[src/design/tgr_pkg.sv]
// Shared types and constants for the touch gesture recognizer.
// No dependencies; imported by every module of the block.
`timescale 1ns / 1ps

package tgr_pkg;

  // Configuration register indexes
  localparam logic [2:0] REG_SWIPE_MIN  = 3'd0;
  localparam logic [2:0] REG_TAP_MOVE   = 3'd1;
  localparam logic [2:0] REG_LONG_PRESS = 3'd2;
  localparam logic [2:0] REG_TAP_MIN    = 3'd3;
  localparam logic [2:0] REG_AXIS_MARG  = 3'd4;
  localparam logic [2:0] REG_SWAP_AXES  = 3'd5;
  localparam logic [2:0] REG_MIRROR_X   = 3'd6;
  localparam logic [2:0] REG_MIRROR_Y   = 3'd7;

  // Register reset values
  localparam logic [8:0]  RST_SWIPE_MIN  = 9'd40;
  localparam logic [8:0]  RST_TAP_MOVE   = 9'd16;
  localparam logic [15:0] RST_LONG_PRESS = 16'd1000;
  localparam logic [7:0]  RST_TAP_MIN    = 8'd12;
  localparam logic [7:0]  RST_AXIS_MARG  = 8'd8;

  // Gesture codes
  localparam logic [2:0] GEST_NONE  = 3'd0;
  localparam logic [2:0] GEST_TAP   = 3'd1;
  localparam logic [2:0] GEST_LEFT  = 3'd2;
  localparam logic [2:0] GEST_RIGHT = 3'd3;
  localparam logic [2:0] GEST_UP    = 3'd4;
  localparam logic [2:0] GEST_DOWN  = 3'd5;

  typedef struct packed {
    logic [8:0]  swipe_min;
    logic [8:0]  tap_move;
    logic [15:0] long_press;
    logic [7:0]  tap_min;
    logic [7:0]  axis_margin;
    logic        swap_axes;
    logic        mirror_x;
    logic        mirror_y;
  } cfg_t;

  typedef struct packed {
    logic [2:0] gesture;
    logic [8:0] tap_x;
    logic [7:0] tap_y;
    logic       touching;
    logic [8:0] point_x;
    logic [7:0] point_y;
    logic       swipe_active;
  } res_t;

endpackage

[src/design/tgr_map.sv]
// Raw portrait point to clamped landscape screen point.
// Depends on tgr_pkg (cfg_t).
`timescale 1ns / 1ps

module tgr_map #(
  parameter int SCREEN_WIDTH  = 320,
  parameter int SCREEN_HEIGHT = 240,
  localparam int XW = $clog2(SCREEN_WIDTH),
  localparam int YW = $clog2(SCREEN_HEIGHT)
) (
  input  tgr_pkg::cfg_t   cfg,
  input  logic [15:0]     raw_x,
  input  logic [15:0]     raw_y,
  output logic [XW-1:0]   map_x,
  output logic [YW-1:0]   map_y
);
  import tgr_pkg::*;

  localparam logic signed [17:0] XMAX = 18'(SCREEN_WIDTH - 1);
  localparam logic signed [17:0] YMAX = 18'(SCREEN_HEIGHT - 1);

  logic signed [17:0] sx0, sy0, sx1, sy1, sx2, sy2;

  always_comb begin
    sx0 = $signed({2'b00, raw_y});
    sy0 = YMAX - $signed({2'b00, raw_x});
    sx1 = cfg.swap_axes ? sy0 : sx0;
    sy1 = cfg.swap_axes ? sx0 : sy0;
    sx2 = cfg.mirror_x ? (XMAX - sx1) : sx1;
    sy2 = cfg.mirror_y ? (YMAX - sy1) : sy1;
    // clamp to the screen
    if (sx2 < 0) begin
      map_x = '0;
    end else if (sx2 > XMAX) begin
      map_x = XMAX[XW-1:0];
    end else begin
      map_x = sx2[XW-1:0];
    end
    if (sy2 < 0) begin
      map_y = '0;
    end else if (sy2 > YMAX) begin
      map_y = YMAX[YW-1:0];
    end else begin
      map_y = sy2[YW-1:0];
    end
  end

endmodule

[src/design/tgr_track.sv]
// Press tracking state and release classification.
// Depends on tgr_pkg (cfg_t, res_t, gesture codes).
`timescale 1ns / 1ps

module tgr_track #(
  parameter int SCREEN_WIDTH  = 320,
  parameter int SCREEN_HEIGHT = 240,
  localparam int XW = $clog2(SCREEN_WIDTH),
  localparam int YW = $clog2(SCREEN_HEIGHT)
) (
  input  logic           clk,
  input  logic           rst_n,
  input  tgr_pkg::cfg_t  cfg,
  input  logic           accept,
  input  logic           frame_ready,
  input  logic [3:0]     point_count,
  input  logic [31:0]    time_ms,
  input  logic [XW-1:0]  map_x,
  input  logic [YW-1:0]  map_y,
  output tgr_pkg::res_t  res
);
  import tgr_pkg::*;

  localparam int MW = (XW > YW) ? XW : YW;
  localparam int DW = ((MW > 9) ? MW : 9) + 1;

  logic          finger_r, pressed_r, swiping_r;
  logic [XW-1:0] cur_x_r, start_x_r, last_x_r;
  logic [YW-1:0] cur_y_r, start_y_r, last_y_r;
  logic [31:0]   press_time_r;

  logic          new_pt, finger_nxt, swiping_nxt;
  logic [XW-1:0] cur_x_nxt, sx_eff, adx_t, adx_r;
  logic [YW-1:0] cur_y_nxt, sy_eff, ady_t, ady_r;
  logic [XW:0]   dx_t, dx_r;
  logic [YW:0]   dy_t, dy_r;
  logic [DW-1:0] adx_tw, ady_tw, adx_rw, ady_rw, smin_w, marg_w, tmov_w;
  logic [31:0]   dur, lx32, ly32, cx32, cy32;
  logic [2:0]    gest;

  always_comb begin
    new_pt     = frame_ready && (point_count != 4'd0);
    finger_nxt = frame_ready ? (point_count != 4'd0) : finger_r;
    cur_x_nxt  = new_pt ? map_x : cur_x_r;
    cur_y_nxt  = new_pt ? map_y : cur_y_r;

    // travel while pressed; a fresh press starts at the current point
    sx_eff = pressed_r ? start_x_r : cur_x_nxt;
    sy_eff = pressed_r ? start_y_r : cur_y_nxt;
    dx_t   = {1'b0, cur_x_nxt} - {1'b0, sx_eff};
    dy_t   = {1'b0, cur_y_nxt} - {1'b0, sy_eff};
    adx_t  = dx_t[XW] ? XW'(~dx_t + 1'b1) : dx_t[XW-1:0];
    ady_t  = dy_t[YW] ? YW'(~dy_t + 1'b1) : dy_t[YW-1:0];

    // travel of the finished stroke
    dx_r   = {1'b0, last_x_r} - {1'b0, start_x_r};
    dy_r   = {1'b0, last_y_r} - {1'b0, start_y_r};
    adx_r  = dx_r[XW] ? XW'(~dx_r + 1'b1) : dx_r[XW-1:0];
    ady_r  = dy_r[YW] ? YW'(~dy_r + 1'b1) : dy_r[YW-1:0];

    adx_tw = {{(DW-XW){1'b0}}, adx_t};
    ady_tw = {{(DW-YW){1'b0}}, ady_t};
    adx_rw = {{(DW-XW){1'b0}}, adx_r};
    ady_rw = {{(DW-YW){1'b0}}, ady_r};
    smin_w = {{(DW-9){1'b0}}, cfg.swipe_min};
    tmov_w = {{(DW-9){1'b0}}, cfg.tap_move};
    marg_w = {{(DW-8){1'b0}}, cfg.axis_margin};

    swiping_nxt = pressed_r ? swiping_r : 1'b0;
    if (!swiping_nxt && (adx_tw >= smin_w) && (adx_tw > ady_tw)) begin
      swiping_nxt = 1'b1;
    end

    dur  = time_ms - press_time_r;
    gest = GEST_NONE;
    if (!finger_nxt && pressed_r) begin
      if ((adx_rw >= smin_w) && (adx_rw > ady_rw + marg_w)) begin
        gest = dx_r[XW] ? GEST_LEFT : GEST_RIGHT;
      end else if ((ady_rw >= smin_w) && (ady_rw > adx_rw + marg_w)) begin
        gest = dy_r[YW] ? GEST_UP : GEST_DOWN;
      end else if ((dur >= {24'd0, cfg.tap_min}) && (dur < {16'd0, cfg.long_press}) &&
                   (adx_rw <= tmov_w) && (ady_rw <= tmov_w)) begin
        gest = GEST_TAP;
      end
    end

    // widen, then keep the field width
    lx32 = 32'(last_x_r);
    ly32 = 32'(last_y_r);
    cx32 = 32'(cur_x_nxt);
    cy32 = 32'(cur_y_nxt);

    res.gesture      = gest;
    res.tap_x        = (gest == GEST_TAP) ? lx32[8:0] : 9'd0;
    res.tap_y        = (gest == GEST_TAP) ? ly32[7:0] : 8'd0;
    res.touching     = finger_nxt;
    res.point_x      = finger_nxt ? cx32[8:0] : 9'd0;
    res.point_y      = finger_nxt ? cy32[7:0] : 8'd0;
    res.swipe_active = finger_nxt ? swiping_nxt : (pressed_r ? 1'b0 : swiping_r);
  end

  always_ff @(posedge clk) begin
    if (!rst_n) begin
      finger_r     <= 1'b0;
      pressed_r    <= 1'b0;
      swiping_r    <= 1'b0;
      cur_x_r      <= '0;
      cur_y_r      <= '0;
      start_x_r    <= '0;
      start_y_r    <= '0;
      last_x_r     <= '0;
      last_y_r     <= '0;
      press_time_r <= '0;
    end else if (accept) begin
      finger_r <= finger_nxt;
      cur_x_r  <= cur_x_nxt;
      cur_y_r  <= cur_y_nxt;
      if (finger_nxt) begin
        if (!pressed_r) begin
          pressed_r    <= 1'b1;
          press_time_r <= time_ms;
          start_x_r    <= cur_x_nxt;
          start_y_r    <= cur_y_nxt;
        end
        last_x_r  <= cur_x_nxt;
        last_y_r  <= cur_y_nxt;
        swiping_r <= swiping_nxt;
      end else if (pressed_r) begin
        pressed_r <= 1'b0;
        swiping_r <= 1'b0;
      end
    end
  end

endmodule

[src/design/touch_gesture_recognizer_top.sv]
// Touch gesture recognizer top level: config registers, mapping, tracking, result register.
// Depends on tgr_pkg, tgr_map and tgr_track.
`timescale 1ns / 1ps

// Usage
//   Input channel (in_valid/in_ready): one touch-controller poll per item:
//   frame flag, point count, raw point, millisecond timestamp.
//   Result channel (out_valid/out_ready): exactly one result item per poll:
//   gesture code, tap point, touching flag, current screen point and the
//   swipe-in-progress flag.
//   Configuration port: write cfg_wdata into register cfg_index while cfg_we
//   is high; unknown indexes do not exist (all eight are used). Write only
//   while the block is idle.
// Latency and throughput
//   A poll is mapped, tracked and classified in the cycle it is accepted;
//   its result appears in the output register in the next cycle. One poll is
//   taken per cycle unless the result stalls, set by the single tracking-state update per cycle.
// Reset
//   rst_n (synchronous, active low) loads the register defaults, clears the
//   press state and empties the output register.
// Stall
//   While out_valid is high and out_ready low the result holds and in_ready
//   drops; a new poll is taken in the same cycle the held result leaves.

module touch_gesture_recognizer_top #(
  parameter int SCREEN_WIDTH  = 320,
  parameter int SCREEN_HEIGHT = 240
) (
  input  logic        clk,
  input  logic        rst_n,
  // configuration
  input  logic        cfg_we,
  input  logic [2:0]  cfg_index,
  input  logic [15:0] cfg_wdata,
  // input items
  input  logic        in_valid,
  output logic        in_ready,
  input  logic        in_frame_ready,
  input  logic [3:0]  in_point_count,
  input  logic [15:0] in_raw_x,
  input  logic [15:0] in_raw_y,
  input  logic [31:0] in_time_ms,
  // result items
  output logic        out_valid,
  input  logic        out_ready,
  output logic [2:0]  out_gesture,
  output logic [8:0]  out_tap_x,
  output logic [7:0]  out_tap_y,
  output logic        out_touching,
  output logic [8:0]  out_point_x,
  output logic [7:0]  out_point_y,
  output logic        out_swipe_active
);
  import tgr_pkg::*;

  localparam int XW = $clog2(SCREEN_WIDTH);
  localparam int YW = $clog2(SCREEN_HEIGHT);

  cfg_t          cfg_r;
  res_t          res, res_r;
  logic          out_valid_r;
  logic          accept;
  logic [XW-1:0] map_x;
  logic [YW-1:0] map_y;

  // Take a new item whenever the result register is empty or draining.
  assign in_ready = !out_valid_r || out_ready;
  assign accept   = in_valid && in_ready;

  // Configuration registers
  always_ff @(posedge clk) begin
    if (!rst_n) begin
      cfg_r.swipe_min   <= RST_SWIPE_MIN;
      cfg_r.tap_move    <= RST_TAP_MOVE;
      cfg_r.long_press  <= RST_LONG_PRESS;
      cfg_r.tap_min     <= RST_TAP_MIN;
      cfg_r.axis_margin <= RST_AXIS_MARG;
      cfg_r.swap_axes   <= 1'b0;
      cfg_r.mirror_x    <= 1'b0;
      cfg_r.mirror_y    <= 1'b0;
    end else if (cfg_we) begin
      case (cfg_index)
        REG_SWIPE_MIN:  cfg_r.swipe_min   <= cfg_wdata[8:0];
        REG_TAP_MOVE:   cfg_r.tap_move    <= cfg_wdata[8:0];
        REG_LONG_PRESS: cfg_r.long_press  <= cfg_wdata;
        REG_TAP_MIN:    cfg_r.tap_min     <= cfg_wdata[7:0];
        REG_AXIS_MARG:  cfg_r.axis_margin <= cfg_wdata[7:0];
        REG_SWAP_AXES:  cfg_r.swap_axes   <= cfg_wdata[0];
        REG_MIRROR_X:   cfg_r.mirror_x    <= cfg_wdata[0];
        REG_MIRROR_Y:   cfg_r.mirror_y    <= cfg_wdata[0];
        default: ;
      endcase
    end
  end

  // Map the raw point into screen space
  tgr_map #(
    .SCREEN_WIDTH  (SCREEN_WIDTH),
    .SCREEN_HEIGHT (SCREEN_HEIGHT)
  ) u_map (
    .cfg   (cfg_r),
    .raw_x (in_raw_x),
    .raw_y (in_raw_y),
    .map_x (map_x),
    .map_y (map_y)
  );

  // Track the press and classify on release; state advances on accept only
  tgr_track #(
    .SCREEN_WIDTH  (SCREEN_WIDTH),
    .SCREEN_HEIGHT (SCREEN_HEIGHT)
  ) u_track (
    .clk         (clk),
    .rst_n       (rst_n),
    .cfg         (cfg_r),
    .accept      (accept),
    .frame_ready (in_frame_ready),
    .point_count (in_point_count),
    .time_ms     (in_time_ms),
    .map_x       (map_x),
    .map_y       (map_y),
    .res         (res)
  );

  // Result register: load on accept, hold while the receiver stalls
  always_ff @(posedge clk) begin
    if (!rst_n) begin
      out_valid_r <= 1'b0;
    end else if (accept) begin
      out_valid_r <= 1'b1;
    end else if (out_ready) begin
      out_valid_r <= 1'b0;
    end
  end

  always_ff @(posedge clk) begin
    if (accept) begin
      res_r <= res;
    end
  end

  assign out_valid        = out_valid_r;
  assign out_gesture      = res_r.gesture;
  assign out_tap_x        = res_r.tap_x;
  assign out_tap_y        = res_r.tap_y;
  assign out_touching     = res_r.touching;
  assign out_point_x      = res_r.point_x;
  assign out_point_y      = res_r.point_y;
  assign out_swipe_active = res_r.swipe_active;

endmodule

[config.mk]
export PLATFORM = sky130hd
export DESIGN_NAME = touch_gesture_recognizer_top
export DESIGN_NICKNAME = d
export VERILOG_FILES = /design/src/design/tgr_pkg.sv /design/src/design/tgr_map.sv /design/src/design/tgr_track.sv /design/src/design/touch_gesture_recognizer_top.sv
export SDC_FILE = /design/constraint.sdc
export NUM_CORES = 1
export LEC_CHECK = 0
export BUFFER_PORTS_ARGS = -buffer_cell sky130_fd_sc_hd__buf_4
export CAP_MARGIN = 40
export CORE_MARGIN = 2
export CORE_UTILIZATION = 55
export DETAILED_ROUTE_END_ITERATION = 10
export GPL_ROUTABILITY_DRIVEN = 0
export PLACE_DENSITY = 0.82
export SLEW_MARGIN = 30
export SYNTH_ARGS = -nofsm -noshare
export SYNTH_HDL_FRONTEND = slang
export SYNTH_SLANG_ARGS = --single-unit
[constraint.sdc]
create_clock -name clk -period 14.5 [get_ports clk]
set_input_delay 3.625 -clock clk [delete_from_list [all_inputs] [get_ports clk]]
set_output_delay 3.625 -clock clk [all_outputs]
set_load 0.05 [all_outputs]
Yosys cells after proc, flatten, opt, wreduce, memory -nomap -nowiden

Cells that the tools add are included.

Add/subtract/negate cells: 14
$mul: 0
Divide/modulo/power cells: 0
Magnitude comparators: 14
Equality and inequality tests: 8
Shifts and indexed selects: 0
Muxes and demuxes: 30
Bitwise gates (word level): 5
Reductions and logical operators: 27

Operator list:

| kind                                                            | count |
|---|---|
| two-way mux 18 bit                                              | 4 |
| two-way mux 9 bit                                               | 6 |
| two-way mux 8 bit                                               | 6 |
| < comparator 18 x 1 -> 1 bit, second input constant             | 2 |
| greater-or-equal comparator 32 x 8 -> 1 bit                     | 1 |
| < comparator 32 x 16 -> 1 bit                                   | 1 |
| subtractor 32 bit                                               | 1 |
| subtractor 9 x 9 -> 10 bit                                      | 2 |
| adder 9 x 1 -> 9 bit, second input constant                     | 2 |
| greater-or-equal comparator 9 bit                               | 2 |
| greater-than comparator 18 x 10 -> 1 bit, second input constant | 1 |
| greater-than comparator 18 x 9 -> 1 bit, second input constant  | 1 |
| inverter 9 bit                                                  | 2 |
| AND reduction 2 bit                                             | 9 |
| subtractor 10 x 18 -> 18 bit, first input constant              | 1 |
| subtractor 8 x 8 -> 9 bit                                       | 2 |
| subtractor 9 x 18 -> 18 bit, first input constant               | 1 |
| subtractor 8 x 16 -> 17 bit, first input constant               | 1 |
| adder 8 x 1 -> 8 bit, second input constant                     | 2 |
| inverter 8 bit                                                  | 2 |
| equality test 3 bit, second input constant                      | 4 |
| two-way mux 1 bit                                               | 11 |
| adder 9 x 8 -> 10 bit                                           | 1 |
| greater-than comparator 8 x 10 -> 1 bit                         | 1 |
| other kinds (17)                                                | 32 |

Register bits after elaboration: 179
Bits in latches: 0
Bits in writable memories: 0
ROM bits: 0
Bits of input ports: 93
Output and inout bits: 41
Logic and storage cells: 124
Memories kept: 0

Depth between registers and ports, before layout

Word-level depth: 18
Gate-level depth with buffers: 44
Depth with buffers taken out: 42

Modules after synthesis

Synthesis repeated with hierarchy kept, for this count alone.

Cells, all modules: 1874
Area total of the unflattened synthesis: 15329.7 sq um

By module, submodules not included:

| module                       | instances | cells each | area each (sq um) | sequential area each (sq um) |
|---|---|---|---|---|
| tgr_track                    | 1         | 1355       | 10319.9           | 1701.6 |
| touch_gesture_recognizer_top | 1         | 250        | 3301.9            | 2252.2 |
| tgr_map                      | 1         | 269        | 1707.9            | 0.0 |

Worst setup path after synthesis

OpenSTA, ideal clock, no wires.

Path kind: input port to flip-flop
From: in in_raw_x[6]
To: reg res_r (netlist bit out_swipe_active), data pin
Arrival time: 11.098 ns
Slack: 3.131 ns
Stages: 42
Path buffers: 1
Cells stage by stage: clkbuf_1 and3_1 mux2_2 a21boi_0 ha_1 or3b_2 mux2i_1 a211oi_1 a31oi_1 xor2_1 o21a_1 nand2b_1 nor4b_2 a211oi_1 a21oi_1 inv_1 mux2i_1 ha_1 (+6 left out) a21o_1 a31o_2 a21oi_1 o21ai_0 ha_1 a21o_1 a21oi_1 nor2b_1 o21ai_0 nand2b_1 a21oi_1 nor2b_1 o21ai_0 nand2b_1 a21oi_1 nor2_1 inv_1 o221ai_1

RTL lines:

| element              | RTL line                            | source |
|---|---|---|
| start, declared      | touch_gesture_recognizer_top.sv:40  | `input logic [15:0] in_raw_x,` |
| end signal, assigned | touch_gesture_recognizer_top.sv:138 | `res_r <= res;` |
| end, declared        | touch_gesture_recognizer_top.sv:60  | `res_t res, res_r;` |

==> metrics.md <==
| Metric | Value |
|---|---|
| Outcome | `finished, final reports clean` |
| Area of the multi-input gates | `10100 µm²` |
| Max VDD drop | `0.0857 mV` |
| RSZ-0062 raised after global routing | `false` |
| Power Total | `2.07 mW` |
| CTS Hold Bufs | `0` |
| Commonest non-fill, non-tap cell in the layout | `nand2_1` |
| CTS root buf | `clkbuf_16` |
| FP Rows | `60` |
| CTS Sinks | `178` |
| Max-cap violations | `0` |
| First-pass DRT Iterations | `6` |
| Final nets | `2259` |
| Register Area | `3950 µm²` |
| Syn_area_per_cell | `7.96 µm²` |
| Ys Warns | `0` |
| Synth Instances | `1886` |
| Post-CTS sizing | `0` |
| Total congestion overflow | `0` |
| Synthesized Nets | `2163` |
| Period minus WS final | `12.07 ns` |
| HP Class | `reg -> reg` |
| First-pass GRT wire length | `63.5 mm` |
| Asr flop ratio synth | `0` |
| Synthesis-to-layout area growth | `12.8%` |
| Setup violators final | `0` |
| Post-CTS Setup Bufs | `0` |
| Post-synth cell types | `85` |
| Share of layout cells above drive strength 1 | `0.108` |
| Buffers on Ports | `133` |
| Pin count of the biggest net entering global routing | `78` |
| Fin area | `16900 µm²` |
| Top-level port count | `134` |
| Worst setup EP type | `register` |
| Post-Route WL | `39.5 mm` |
| Crit Path Category | `in -> reg` |
| Largest delay share family, worst path | `compound AO/OA/AOI/OAI gates` |
| Setup TNS | `0 ns` |
| Post-route ant nets | `0` |
| Most frequent cells in the layout | `nand2_1, inv_1, ha_1` |
| DRT iter0 DRCs | `989` |
| CP max stage delay | `0.63 ns` |
| Worst-Skew Late Latency | `0.45 ns` |
| Chip width | `169 µm` |
| Synth Cell Area | `15000 µm²` |
| Slew Limit Headroom | `0.516` |
| CP bufs+invs | `2` |
| Max Slew Vio Count | `0` |
| Fmax | `82.9 MHz` |
| Overall die area | `28600 µm²` |
| Crit share post-route | `0.832` |
| EDFF count, synth | `39` |
| Die height | `169 µm` |
| Leak | `7.53 nW` |
| Pwr dens | `122 nW/µm²` |
| Core region area | `26900 µm²` |
| Wire per inst | `16.9 µm` |
| Slew @ Worst Pin | `0.726 ns` |
| Placed Area | `16300 µm²` |
| TritonCTS Buffers | `17` |
| Crit path top cell by count | `a21oi_1` |
| Top FF cell, synth | `dfxtp_1` |
| Routed vias | `13800` |
| Inserted Diodes | `0` |
| CTS clk-pin slew, worst paths | `0.07 ns` |
| FF+latch count, synth | `178` |
| HPWL after DPL | `29.9 mm` |
| Initial antenna violation count | `0` |
| Sequential share of the synthesized area | `0.263` |
| Vias in the first global route | `13000` |
| Clock skew | `0.0175 ns` |
| # fillers | `2243` |
| Vias/cell | `5.93` |
| Required time of the critical path | `14.66 ns` |
| Initial Util | `0.559` |
| Final hold vios | `0` |
| Data arrival, critical path | `12.23 ns` |
| CTS Buffer Depth | `2` |
| Crit-path slowest cell | `nor4b_2` |
| Htree depth | `4` |
| Crit path max fanout | `8` |
| CTS tree | `built` |
| CP startpoint kind | `input port` |
| Global-route usage over all layers | `0.271` |
| Remaining DRCs | `0` |
-- per-stage QoR --
| stage | setup WS [ns] | std cells | hold slack (ns) | util |
|---|---|---|---|---|
| after detailed placement | 2.26 | 2299 | 0.457 | 0.606 |
| final | 2.43 | 2336 | 0.466 | 0.630 |
| after CTS | 2.60 | 2331 | 0.467 | 0.628 |
| after floorplan | 3.13 | 1886 | 0.441 | - |
| after global routing | 1.62 | 2336 | 0.478 | 0.630 |
| after global placement | 2.55 | 2297 | 0.448 | 0.604 |
-- cell usage after synthesis, drive strengths merged (40+ instances only) --
cell type  count  share of area
a21boi        80          0.040
a21o          40          0.020
a21oi        109          0.036
clkbuf        60          0.015
dfxtp        139           0.19
ha           178           0.15
inv          191          0.048
nand2        287          0.072
nor2         104          0.026
nor2b         41          0.017
o211a         45          0.030
o21ai         86          0.029
xnor2         70          0.041
-- power breakdown --
part | switching (mW) | internal, mW
registers | 0.0175 | 0.534
logic | 0.613 | 0.442
clock network | 0.215 | 0.249
-- worst min-delay path: cells and delay by family (launching register included) --
kind             cells  cell delay, ns
AO/OA/AOI/OAI        1            0.07
AND/OR/NAND/NOR      1            0.05
flip-flops           1            0.31
-- logic make-up (layout without fill, tap and decap cells) --
family | Yosys count | in the layout | share of synthesized area
xor gates and xnor gates | 97 | 97 | 0.0571
buffers and inverters | 265 | 374 | 0.0677
muxes | 33 | 33 | 0.0223
adders and majority gates | 184 | 184 | 0.156
AOI/OAI and AO/OA | 517 | 517 | 0.241
DFF | 178 | 178 | 0.263
and+or+nand+nor | 612 | 612 | 0.192
-- flip-flops by register name (all words and copies together) (netlist names), 9 cells and up --
register,count
cfg_r,53
out_point_x,9
out_tap_x,9
u_track.cur_x_r,9
u_track.last_x_r,9
u_track.press_time_r,32
u_track.start_x_r,9
-- layer usage --
layer | part of all wire | global-route usage | up-vias
met5 | 0 | 0 | -
met4 | 0.040 | 0.119 | 0
met3 | 0.064 | 0.0380 | 107
met2 | 0.46 | 0.446 | 497
met1 | 0.44 | 0.357 | 6448
li1 | - | - | 6789
-- final timing paths --
| path | start | endpoint | slack [ns] | cells after the start |
|---|---|---|---|---|
| max | in_raw_x[4] | out_swipe_active | 2.43 | 41 |
| max reg2reg | cfg_r[2] | out_swipe_active | 4.94 | 40 |
| min | u_track.press_time_r[19] | u_track.press_time_r[19] | 0.47 | 2 |
| min reg2reg | u_track.press_time_r[19] | u_track.press_time_r[19] | 0.47 | 2 |
-- cell type report --
class | count | share of cell area
timing repair buffer | 150 | 0.0703
tap | 341 | 0.0252
clock buffer | 19 | 0.0267
multi-input combinational | 1443 | 0.594
inverter | 192 | 0.0426
sequential | 178 | 0.233
clock inverter | 13 | 0.00761
(Power assumes the default switching activity.)
